==> src/rtl/bve_pkg.sv <==
`default_nettype none

package bve_pkg;

    localparam int WORD_W = 32;

    typedef logic [WORD_W-1:0] word_t;

    // request codes
    typedef enum logic [2:0] {
        OP_APPEND       = 3'd0,
        OP_INSERT_FRONT = 3'd1,
        OP_WRITE        = 3'd2,
        OP_READ         = 3'd3,
        OP_REMOVE_FIRST = 3'd4,
        OP_REMOVE_LAST  = 3'd5,
        OP_REVERSE      = 3'd6,
        OP_REMOVE_AT    = 3'd7
    } op_t;

    // result status codes
    typedef enum logic [1:0] {
        ST_OK    = 2'd0,
        ST_FULL  = 2'd1,
        ST_RANGE = 2'd2,
        ST_EMPTY = 2'd3
    } status_t;

    // what a cell does with its word at the next edge
    typedef enum logic [1:0] {
        CELL_HOLD       = 2'd0,
        CELL_LOAD       = 2'd1,
        CELL_TAKE_LEFT  = 2'd2,
        CELL_TAKE_RIGHT = 2'd3
    } cell_cmd_t;

    typedef struct packed {
        cell_cmd_t cmd;
        logic      lane_load;
    } cell_ctrl_t;

endpackage

`default_nettype wire

==> src/rtl/bve_cell.sv <==
`default_nettype none

module bve_cell (
    input  wire logic               clk,
    input  wire bve_pkg::cell_ctrl_t ctrl,
    input  wire bve_pkg::word_t     load_word,
    input  wire bve_pkg::word_t     left_word,
    input  wire bve_pkg::word_t     right_word,
    input  wire bve_pkg::word_t     lane_in,
    output bve_pkg::word_t          word,
    output bve_pkg::word_t          lane
);

    bve_pkg::word_t word_reg;
    bve_pkg::word_t word_next;
    bve_pkg::word_t lane_reg;
    bve_pkg::word_t lane_next;

    always_comb
    begin
        case (ctrl.cmd)
            bve_pkg::CELL_LOAD:       word_next = load_word;
            bve_pkg::CELL_TAKE_LEFT:  word_next = left_word;
            bve_pkg::CELL_TAKE_RIGHT: word_next = right_word;
            default:                  word_next = word_reg;
        endcase
    end

    // read lane: snapshot of the stored word, then shifts toward cell 0
    assign lane_next = ctrl.lane_load ? word_reg : lane_in;

    always_ff @(posedge clk)
    begin
        word_reg <= word_next;
        lane_reg <= lane_next;
    end

    assign word = word_reg;
    assign lane = lane_reg;

endmodule

`default_nettype wire

==> src/rtl/bounded_vector_engine_unit.sv <==
`default_nettype none

// Fixed-capacity ordered list of 32-bit words held in a row of DEPTH word cells, cell 0 being
// the front. A request (op, position, write_value) is taken when start is high and busy is
// low; its result word (read_value, status, entry_count) appears for exactly one cycle with
// done high and cannot be held off, so the receiver must capture it then. Append, insert
// front, write, remove first, remove last and remove at act at the accepting edge, where the
// cells involved move their words to a neighbor or load write_value; busy stays low and done
// follows in the next cycle; the next request may be issued in that same done cycle. A read
// at position p keeps busy high while the cells' words, copied into a read lane at the
// accepting edge, shift one cell toward the front per cycle until the word of position p
// reaches the front, with done in the cycle after that. A reverse of n entries (n > 1) keeps
// busy high for n odd-even neighbor exchange rounds over the row, with done in the cycle
// after the last round. Errors (full, out of range, empty) leave the list unchanged.
// capacity_limit (APB, byte address 0, 5 bits, reset 16) bounds the count; values above
// DEPTH act as DEPTH, and it may only be written while the block is idle.
module bounded_vector_engine_unit #(
    parameter int DEPTH = 16
) (
    input  wire logic                             clk,
    input  wire logic                             rst_n,
    // request side
    input  wire logic                             start,
    output logic                                  busy,
    input  wire logic [2:0]                       op,
    input  wire logic [$clog2(DEPTH)-1:0]         position,
    input  wire logic [31:0]                      write_value,
    // result side
    output logic                                  done,
    output logic [31:0]                           read_value,
    output logic [1:0]                            status,
    output logic [$clog2(DEPTH+1)-1:0]            entry_count,
    // configuration port
    input  wire logic                             psel,
    input  wire logic                             penable,
    input  wire logic                             pwrite,
    input  wire logic [2:0]                       paddr,
    input  wire logic [31:0]                      pwdata,
    output logic [31:0]                           prdata,
    output logic                                  pready
);

    localparam int CNT_W     = $clog2(DEPTH + 1);
    localparam int CAP_W     = 5;
    localparam int EXT_W     = (CNT_W > CAP_W) ? CNT_W : CAP_W;

    localparam logic [CAP_W-1:0] CAP_RESET = 5'd16;
    localparam logic [CNT_W-1:0] DEPTH_CNT = CNT_W'(DEPTH);
    localparam logic [EXT_W-1:0] DEPTH_EXT = EXT_W'(DEPTH);

    typedef enum logic [2:0] {
        S_IDLE    = 3'b001,
        S_REVERSE = 3'b010,
        S_READ    = 3'b100
    } state_t;

    // control state
    state_t                state_reg;
    state_t                state_next;
    logic [CNT_W-1:0]      count_reg;
    logic [CNT_W-1:0]      count_next;
    logic [CNT_W-1:0]      step_reg;     // reverse round or read countdown
    logic [CNT_W-1:0]      step_next;
    logic [CAP_W-1:0]      cap_reg;
    logic                  done_reg;
    logic                  done_next;

    // result word
    bve_pkg::status_t      status_reg;
    bve_pkg::status_t      status_next;
    bve_pkg::word_t        read_value_reg;
    bve_pkg::word_t        read_value_next;

    logic                  accept;
    logic                  cfg_write;
    bve_pkg::op_t          op_in;
    logic [CNT_W-1:0]      pos_ext;
    logic [CNT_W-1:0]      eff_cap;

    bve_pkg::word_t        cell_word [DEPTH];
    bve_pkg::word_t        cell_lane [DEPTH];
    bve_pkg::cell_ctrl_t   cell_ctrl [DEPTH];

    assign busy      = (state_reg != S_IDLE);
    assign accept    = start && !busy;
    assign op_in     = bve_pkg::op_t'(op);
    assign pos_ext   = CNT_W'(position);
    // limit above the row length acts as the row length
    assign eff_cap   = (EXT_W'(cap_reg) > DEPTH_EXT) ? DEPTH_CNT : CNT_W'(cap_reg);

    // configuration port: one register, always ready
    assign pready    = 1'b1;
    assign cfg_write = psel && penable && pwrite && (paddr[2] == 1'b0);
    assign prdata    = (paddr[2] == 1'b0) ? {{(32 - CAP_W){1'b0}}, cap_reg} : 32'd0;

    always_ff @(posedge clk or negedge rst_n)
    begin
        if (!rst_n)
        begin
            cap_reg <= CAP_RESET;
        end
        else if (cfg_write)
        begin
            cap_reg <= pwdata[CAP_W-1:0];
        end
    end

    // request decode and cell commands
    always_comb
    begin
        state_next      = state_reg;
        count_next      = count_reg;
        step_next       = step_reg;
        done_next       = 1'b0;
        status_next     = status_reg;
        read_value_next = read_value_reg;
        for (int i = 0; i < DEPTH; i++)
        begin
            cell_ctrl[i].cmd       = bve_pkg::CELL_HOLD;
            cell_ctrl[i].lane_load = 1'b0;
        end

        unique case (state_reg)
            S_IDLE:
            begin
                if (accept)
                begin
                    done_next       = 1'b1;
                    status_next     = bve_pkg::ST_OK;
                    read_value_next = '0;
                    unique case (op_in)
                        bve_pkg::OP_APPEND:
                        begin
                            if (count_reg >= eff_cap)
                            begin
                                status_next = bve_pkg::ST_FULL;
                            end
                            else
                            begin
                                count_next = count_reg + 1'b1;
                                for (int i = 0; i < DEPTH; i++)
                                begin
                                    if (CNT_W'(i) == count_reg)
                                    begin
                                        cell_ctrl[i].cmd = bve_pkg::CELL_LOAD;
                                    end
                                end
                            end
                        end
                        bve_pkg::OP_INSERT_FRONT:
                        begin
                            if (count_reg >= eff_cap)
                            begin
                                status_next = bve_pkg::ST_FULL;
                            end
                            else
                            begin
                                count_next       = count_reg + 1'b1;
                                cell_ctrl[0].cmd = bve_pkg::CELL_LOAD;
                                for (int i = 1; i < DEPTH; i++)
                                begin
                                    if (CNT_W'(i) <= count_reg)
                                    begin
                                        cell_ctrl[i].cmd = bve_pkg::CELL_TAKE_LEFT;
                                    end
                                end
                            end
                        end
                        bve_pkg::OP_WRITE:
                        begin
                            if (pos_ext >= count_reg)
                            begin
                                status_next = bve_pkg::ST_RANGE;
                            end
                            else
                            begin
                                for (int i = 0; i < DEPTH; i++)
                                begin
                                    if (CNT_W'(i) == pos_ext)
                                    begin
                                        cell_ctrl[i].cmd = bve_pkg::CELL_LOAD;
                                    end
                                end
                            end
                        end
                        bve_pkg::OP_READ:
                        begin
                            if (pos_ext >= count_reg)
                            begin
                                status_next = bve_pkg::ST_RANGE;
                            end
                            else
                            begin
                                done_next  = 1'b0;
                                state_next = S_READ;
                                step_next  = pos_ext;
                                for (int i = 0; i < DEPTH; i++)
                                begin
                                    cell_ctrl[i].lane_load = 1'b1;
                                end
                            end
                        end
                        bve_pkg::OP_REMOVE_FIRST:
                        begin
                            if (count_reg == '0)
                            begin
                                status_next = bve_pkg::ST_EMPTY;
                            end
                            else
                            begin
                                count_next = count_reg - 1'b1;
                                for (int i = 0; i < DEPTH - 1; i++)
                                begin
                                    if (CNT_W'(i + 1) < count_reg)
                                    begin
                                        cell_ctrl[i].cmd = bve_pkg::CELL_TAKE_RIGHT;
                                    end
                                end
                            end
                        end
                        bve_pkg::OP_REMOVE_LAST:
                        begin
                            if (count_reg == '0)
                            begin
                                status_next = bve_pkg::ST_EMPTY;
                            end
                            else
                            begin
                                count_next = count_reg - 1'b1;
                            end
                        end
                        bve_pkg::OP_REVERSE:
                        begin
                            if (count_reg > CNT_W'(1))
                            begin
                                done_next  = 1'b0;
                                state_next = S_REVERSE;
                                step_next  = '0;
                            end
                        end
                        bve_pkg::OP_REMOVE_AT:
                        begin
                            if (pos_ext >= count_reg)
                            begin
                                status_next = bve_pkg::ST_RANGE;
                            end
                            else
                            begin
                                count_next = count_reg - 1'b1;
                                for (int i = 0; i < DEPTH - 1; i++)
                                begin
                                    if ((CNT_W'(i) >= pos_ext) && (CNT_W'(i + 1) < count_reg))
                                    begin
                                        cell_ctrl[i].cmd = bve_pkg::CELL_TAKE_RIGHT;
                                    end
                                end
                            end
                        end
                        default:
                        begin
                            status_next = bve_pkg::ST_OK;
                        end
                    endcase
                end
            end

            S_REVERSE:
            begin
                // odd-even exchange: pairs start at cells whose index parity matches the round
                for (int i = 0; i < DEPTH - 1; i++)
                begin
                    if ((1'(i) == step_reg[0]) && (CNT_W'(i + 1) < count_reg))
                    begin
                        cell_ctrl[i].cmd     = bve_pkg::CELL_TAKE_RIGHT;
                        cell_ctrl[i + 1].cmd = bve_pkg::CELL_TAKE_LEFT;
                    end
                end
                if (step_reg == count_reg - 1'b1)
                begin
                    done_next       = 1'b1;
                    status_next     = bve_pkg::ST_OK;
                    read_value_next = '0;
                    state_next      = S_IDLE;
                end
                else
                begin
                    step_next = step_reg + 1'b1;
                end
            end

            S_READ:
            begin
                // lane shifts one cell per cycle; front of the lane holds the word once at zero
                if (step_reg == '0)
                begin
                    done_next       = 1'b1;
                    status_next     = bve_pkg::ST_OK;
                    read_value_next = cell_lane[0];
                    state_next      = S_IDLE;
                end
                else
                begin
                    step_next = step_reg - 1'b1;
                end
            end

            default:
            begin
                state_next = S_IDLE;
            end
        endcase
    end

    always_ff @(posedge clk or negedge rst_n)
    begin
        if (!rst_n)
        begin
            state_reg <= S_IDLE;
            count_reg <= '0;
            step_reg  <= '0;
            done_reg  <= 1'b0;
        end
        else
        begin
            state_reg <= state_next;
            count_reg <= count_next;
            step_reg  <= step_next;
            done_reg  <= done_next;
        end
    end

    always_ff @(posedge clk)
    begin
        status_reg     <= status_next;
        read_value_reg <= read_value_next;
    end

    // row of word cells, cell 0 at the front
    for (genvar g = 0; g < DEPTH; g++)
    begin : g_cell
        bve_pkg::word_t left_word;
        bve_pkg::word_t right_word;
        bve_pkg::word_t lane_in;

        if (g == 0)
        begin : g_front
            assign left_word = '0;
        end
        else
        begin : g_inner_left
            assign left_word = cell_word[g - 1];
        end

        if (g == DEPTH - 1)
        begin : g_back
            assign right_word = '0;
            assign lane_in    = '0;
        end
        else
        begin : g_inner_right
            assign right_word = cell_word[g + 1];
            assign lane_in    = cell_lane[g + 1];
        end

        bve_cell u_cell (
            .clk        (clk),
            .ctrl       (cell_ctrl[g]),
            .load_word  (write_value),
            .left_word  (left_word),
            .right_word (right_word),
            .lane_in    (lane_in),
            .word       (cell_word[g]),
            .lane       (cell_lane[g])
        );
    end

    // result word
    assign done        = done_reg;
    assign read_value  = read_value_reg;
    assign status      = status_reg;
    assign entry_count = count_reg;

    // a successful append grows the list by exactly one entry
    assert property (@(posedge clk) disable iff (!rst_n)
        (accept && (op_in == bve_pkg::OP_APPEND) && (count_reg < eff_cap))
        |=> (count_reg == $past(count_reg) + 1'b1))
        else $error("append did not grow the count by one");

    // no result word is shown while a multi-cycle request is still running
    assert property (@(posedge clk) disable iff (!rst_n)
        (state_reg != S_IDLE) |-> !done_reg)
        else $error("result strobe during a running request");

    // failed requests always report a zero read word
    assert property (@(posedge clk) disable iff (!rst_n)
        (done_reg && (status_reg != bve_pkg::ST_OK)) |-> (read_value_reg == '0))
        else $error("error result carries a nonzero read word");

    // the count never passes the row length
    assert property (@(posedge clk) disable iff (!rst_n)
        accept |=> (count_reg <= DEPTH_CNT))
        else $error("entry count beyond the row length");

endmodule

`default_nettype wire
==> config.mk <==
export PLATFORM = sky130hd
export DESIGN_NAME = bounded_vector_engine_unit
export DESIGN_NICKNAME = d
export VERILOG_FILES = /design/src/rtl/bve_pkg.sv /design/src/rtl/bve_cell.sv /design/src/rtl/bounded_vector_engine_unit.sv
export SDC_FILE = /design/constraint.sdc
export NUM_CORES = 2
export LEC_CHECK = 0
export ABC_CLOCK_PERIOD_IN_PS = 15000
export BUFFER_PORTS_ARGS = -buffer_cell sky130_fd_sc_hd__clkbuf_2
export CAP_MARGIN = 20
export CORE_ASPECT_RATIO = 1.25
export CORE_MARGIN = 1
export CORE_UTILIZATION = 50
export DETAILED_ROUTE_END_ITERATION = 10
export PLACE_DENSITY = 0.71
export SYNTH_ARGS = -nofsm -noshare
export SYNTH_HDL_FRONTEND = slang
export SYNTH_SLANG_ARGS = --single-unit
==> constraint.sdc <==
create_clock -name clk -period 15 [get_ports clk]
set_clock_uncertainty 0.15 [all_clocks]
set_input_delay 3 -clock clk [delete_from_list [all_inputs] [get_ports clk]]
set_output_delay 3 -clock clk [all_outputs]
set_load 0.03 [all_outputs]
==> metrics.md <==
| Metric | Value |
|---|---|
| Power per cell area | `149.4 nW/um^2` |
| Sw frac | `29.10%` |
| Number of routed nets with antenna violations | `0` |
| Relative slew slack | `22.67%` |
| DRT Pass-1 Iters | `6` |
| DIE AREA | `96680 um^2` |
| Die width | `278.3 um` |
| Critical path data required time | `15.47 ns` |
| DP Cell Count | `6143` |
| Slew Viols, Final | `0` |
| Critical Path Fanout Max | `175` |
| Maximum vdd ir drop | `0.09598 mV` |
| Via-to-Cell Ratio | `5.589` |
| Crit path to | `g_cell[10].u_cell.lane[17]$_DFF_P_` |
| Logic pwr share | `17.8%` |
| Final net count | `5131` |
| CTS Root Cell | `clkbuf_16` |
| RSZ-0062 raised after global routing | `false` |
| Cells after Synth | `5156` |
| Row cnt | `126` |
| Worst Hold Class | `reg2reg` |
| CTS Buf Count | `102` |
| CTS Buffer Depth | `3` |
| Most frequent CP cell | `nand2_1` |
| Mapped Area | `47710 um^2` |
| I/O Buffers | `96` |
| Fin Setup TNS | `0 ns` |
| Hold slack | `0.2559 ns` |
| GPL Wtd Cong | `0.9036` |
| Share of cells above drive strength 1 | `9.555%` |
| Synth Warn # | `0` |
| Worst Path Buf+Inv | `4` |
| CP arrival | `7.48 ns` |
| Num ports | `154` |
| Commonest non-fill, non-tap cell in the layout | `nand2_1` |
| Slowest-stage cell, CP | `buf_4` |
| Worst Max-Slew Pin Slew | `1.160 ns` |
| Gr usage total | `24.58%` |
| Switch Pwr | `0.002257 W` |
| Status | `completed` |
| Type of origin of the critical path | `input port` |
| FF-to-FF path depth | `12` |
| Yosys top cell by area | `edfxtp_1` |
| First-pass GRT wire length | `190.6 mm` |
| Hold_buf cts | `0` |
| Post-CTS Resized | `0` |
| Post-synth EDFFs | `546` |
| CP cell instances | `clkbuf_2 > ha_1 > nor3_2 > nor3_4 > nand2_1 > nand4_1 > buf_4 > buf_4 > buf_12 > nand2_1 > nand2_1` |
| Worst Hold Depth | `2` |
| Max Clk Rate | `0.1427 GHz` |
| Internal power | `0.005500 W` |
| Async S/R FF share, synth | `1.764%` |
| Leakage power | `20.96 nW` |
| Post-CTS Setup Repair Bufs | `0` |
| Highest-count cells in the layout ignoring fill and taps | `1748 x nand2_1, 546 x edfxtp_1, 512 x dfxtp_1, 465 x nor2_1, 202 x a21oi_1` |
| Placement Setup Slack | `7.454 ns` |
| Layout Cells excl Fill | `6334` |
| Netlist cell types | `94` |
| Clk slew on worst S/H paths | `0.06 ns` |
| Vias in the first global route | `33346` |
| Origin of the critical flop-to-flop path | `entry_count[2]$_DFFE_PN0P_` |
| Top cell type's share of synthesized area | `34.36%` |
| Clk network pwr share | `33.2%` |
| Tcrit/Tclk final | `46.73%` |
| Area grow syn2layout | `8.792%` |
| Initial antenna violation count | `0` |
| Synthesized area per cell | `9.254 um^2` |
| Total grt overflow | `0` |
| Endpoints failing setup | `0` |
| # diodes | `0` |
| Synth area leaders | `edfxtp_1 34%, dfxtp_1 21%, nand2_1 14%` |
| Crit path launch | `position[2]` |
| CP Depth | `11` |
| Largest net degree at the start of global routing | `206` |
| Final wirelength | `120.9 mm` |
| CP delay by family, top | `buffers and inverters` |
| TritonCTS clock tree | `built` |
| Kind of end point of the critical path | `register` |
| Seq/Total Area, Yosys | `56.85%` |
| Biggest cell delay along the critical path | `0.82 ns` |
| CTS Sinks | `1077` |
| Number of H-tree levels | `3` |
| Synth Register Bits | `1077` |
| Starting Density | `50.53%` |
| Residual DRC | `0` |
| Worst-Skew Late Latency | `0.69 ns` |
| Starting DRT DRC Count | `3343` |
| Vias | `35402` |
| CORE AREA | `94430 um^2` |
| Setup WS post-layout | `7.991 ns` |
| Total power | `0.007757 W` |
| Sequential Power Share | `49.0%` |
| Min Tclk post-route | `7.009 ns` |
| Detail Placement HPWL | `75.88 mm` |
| Synth Flop Type | `edfxtp_1` |
| Per-cell routed wire length | `19.09 um` |
| Final Hold Viols | `0` |
| Flop2flop setup slack | `9.59 ns` |
| Crit path kind | `in2reg` |
| Number of max-cap violations | `0` |
| Die height | `347.4 um` |
| Worst R2R End | `g_cell[10].u_cell.lane[17]$_DFF_P_` |
[metrics by stage]
step           cell area (um^2)  utilization (%)
2_1_floorplan             47810                -
3_3_place_gp              48480            51.34
3_5_place_dp              48510            51.37
4_1_cts                   51860            54.92
5_1_grt                   51910            54.97
6_report                  51910            54.97
[how the worst min path moves through the flow]
stage                                                    start                                end  slack, ns
after CTS                    g_cell[13].u_cell.lane[8]$_DFF_P_  g_cell[12].u_cell.lane[8]$_DFF_P_       0.26
after detailed placement      g_cell[9].u_cell.lane[8]$_DFF_P_   g_cell[8].u_cell.lane[8]$_DFF_P_       0.25
after global placement    g_cell[15].u_cell.lane[0]$_SDFF_PN0_  g_cell[14].u_cell.lane[0]$_DFF_P_       0.25
after global routing        g_cell[10].u_cell.lane[10]$_DFF_P_  g_cell[9].u_cell.lane[10]$_DFF_P_       0.26
after floorplan               g_cell[1].u_cell.lane[0]$_DFF_P_   g_cell[0].u_cell.lane[0]$_DFF_P_       0.25
final                       g_cell[10].u_cell.lane[10]$_DFF_P_  g_cell[9].u_cell.lane[10]$_DFF_P_       0.26
[synth_stat cells (all sizes together) (3+ instances only)]
cell     count
and2        75
clkbuf     195
o31ai        6
mux2       103
nand2b      10
a221oi       3
mux2i      162
nand3      108
dfrtp       17
xnor2        5
a311oi      33
a31oi      202
a41oi       32
a211oi      10
dfxtp      512
nand4        5
nor2b       10
o221ai       5
o21bai       3
buf        227
o21a         4
a21o         8
a22oi       34
nand2     1749
ha          17
a21oi      204
a32oi        5
nor3        46
nor4         4
o211ai      12
nor3b        6
inv         49
o21ai      133
or2          6
o22ai       36
xor2         9
and3         4
or3          9
nand3b      36
nor2       472
a2111oi      4
edfxtp     546
[worst min-delay path, cell delays in order (launching register included)]
cell and delay [ns]:
dfxtp_1 0.30, nand2_1 0.04, nand2_1 0.06
[final cells by class]
class                           count  area [um^2]
Clock buffer                      143         2858
Clock inverter                     46        494.2
Fill cell                        8158        42520
Inverter                           49        183.9
Timing Repair Buffer              169         1119
Multi-Input combinational cell   3634        18610
Sequential cell                  1077        27120
Tap cell                         1216         1521
[kinds of logic (layout without fill, tap and decap cells)]
group,after synthesis,after routing,synth area share [%]
mux,265,265,5.829
xor+xnor,14,14,0.2570
compound gates,759,759,10.09
simple gates,2550,2550,21.70
fa+ha+maj,18,18,0.4877
buf+inv,471,407,4.780
flops,1077,1077,56.85
other cells,2,28,0.01574
[power by group through the flow]
stage	Clock, W	Sequential, W	Combinational, W
finish	0.00258	0.00380	0.00138
detailed placement	0	0.00386	0.00137
floorplan	0	0.00382	0.000991
CTS	0.00262	0.00380	0.00137
global placement	0	0.00385	0.00133
global route	0.00274	0.00384	0.00153
[layer usage]
metal	vias up	track usage [%]	wire length, um
met2	1474	39.99	56330
met4	0	7.024	2465
met1	16496	34.37	52920
li1	17236	-	-
met5	-	0	0
met3	196	3.134	9213
(Power assumes the default switching activity.)
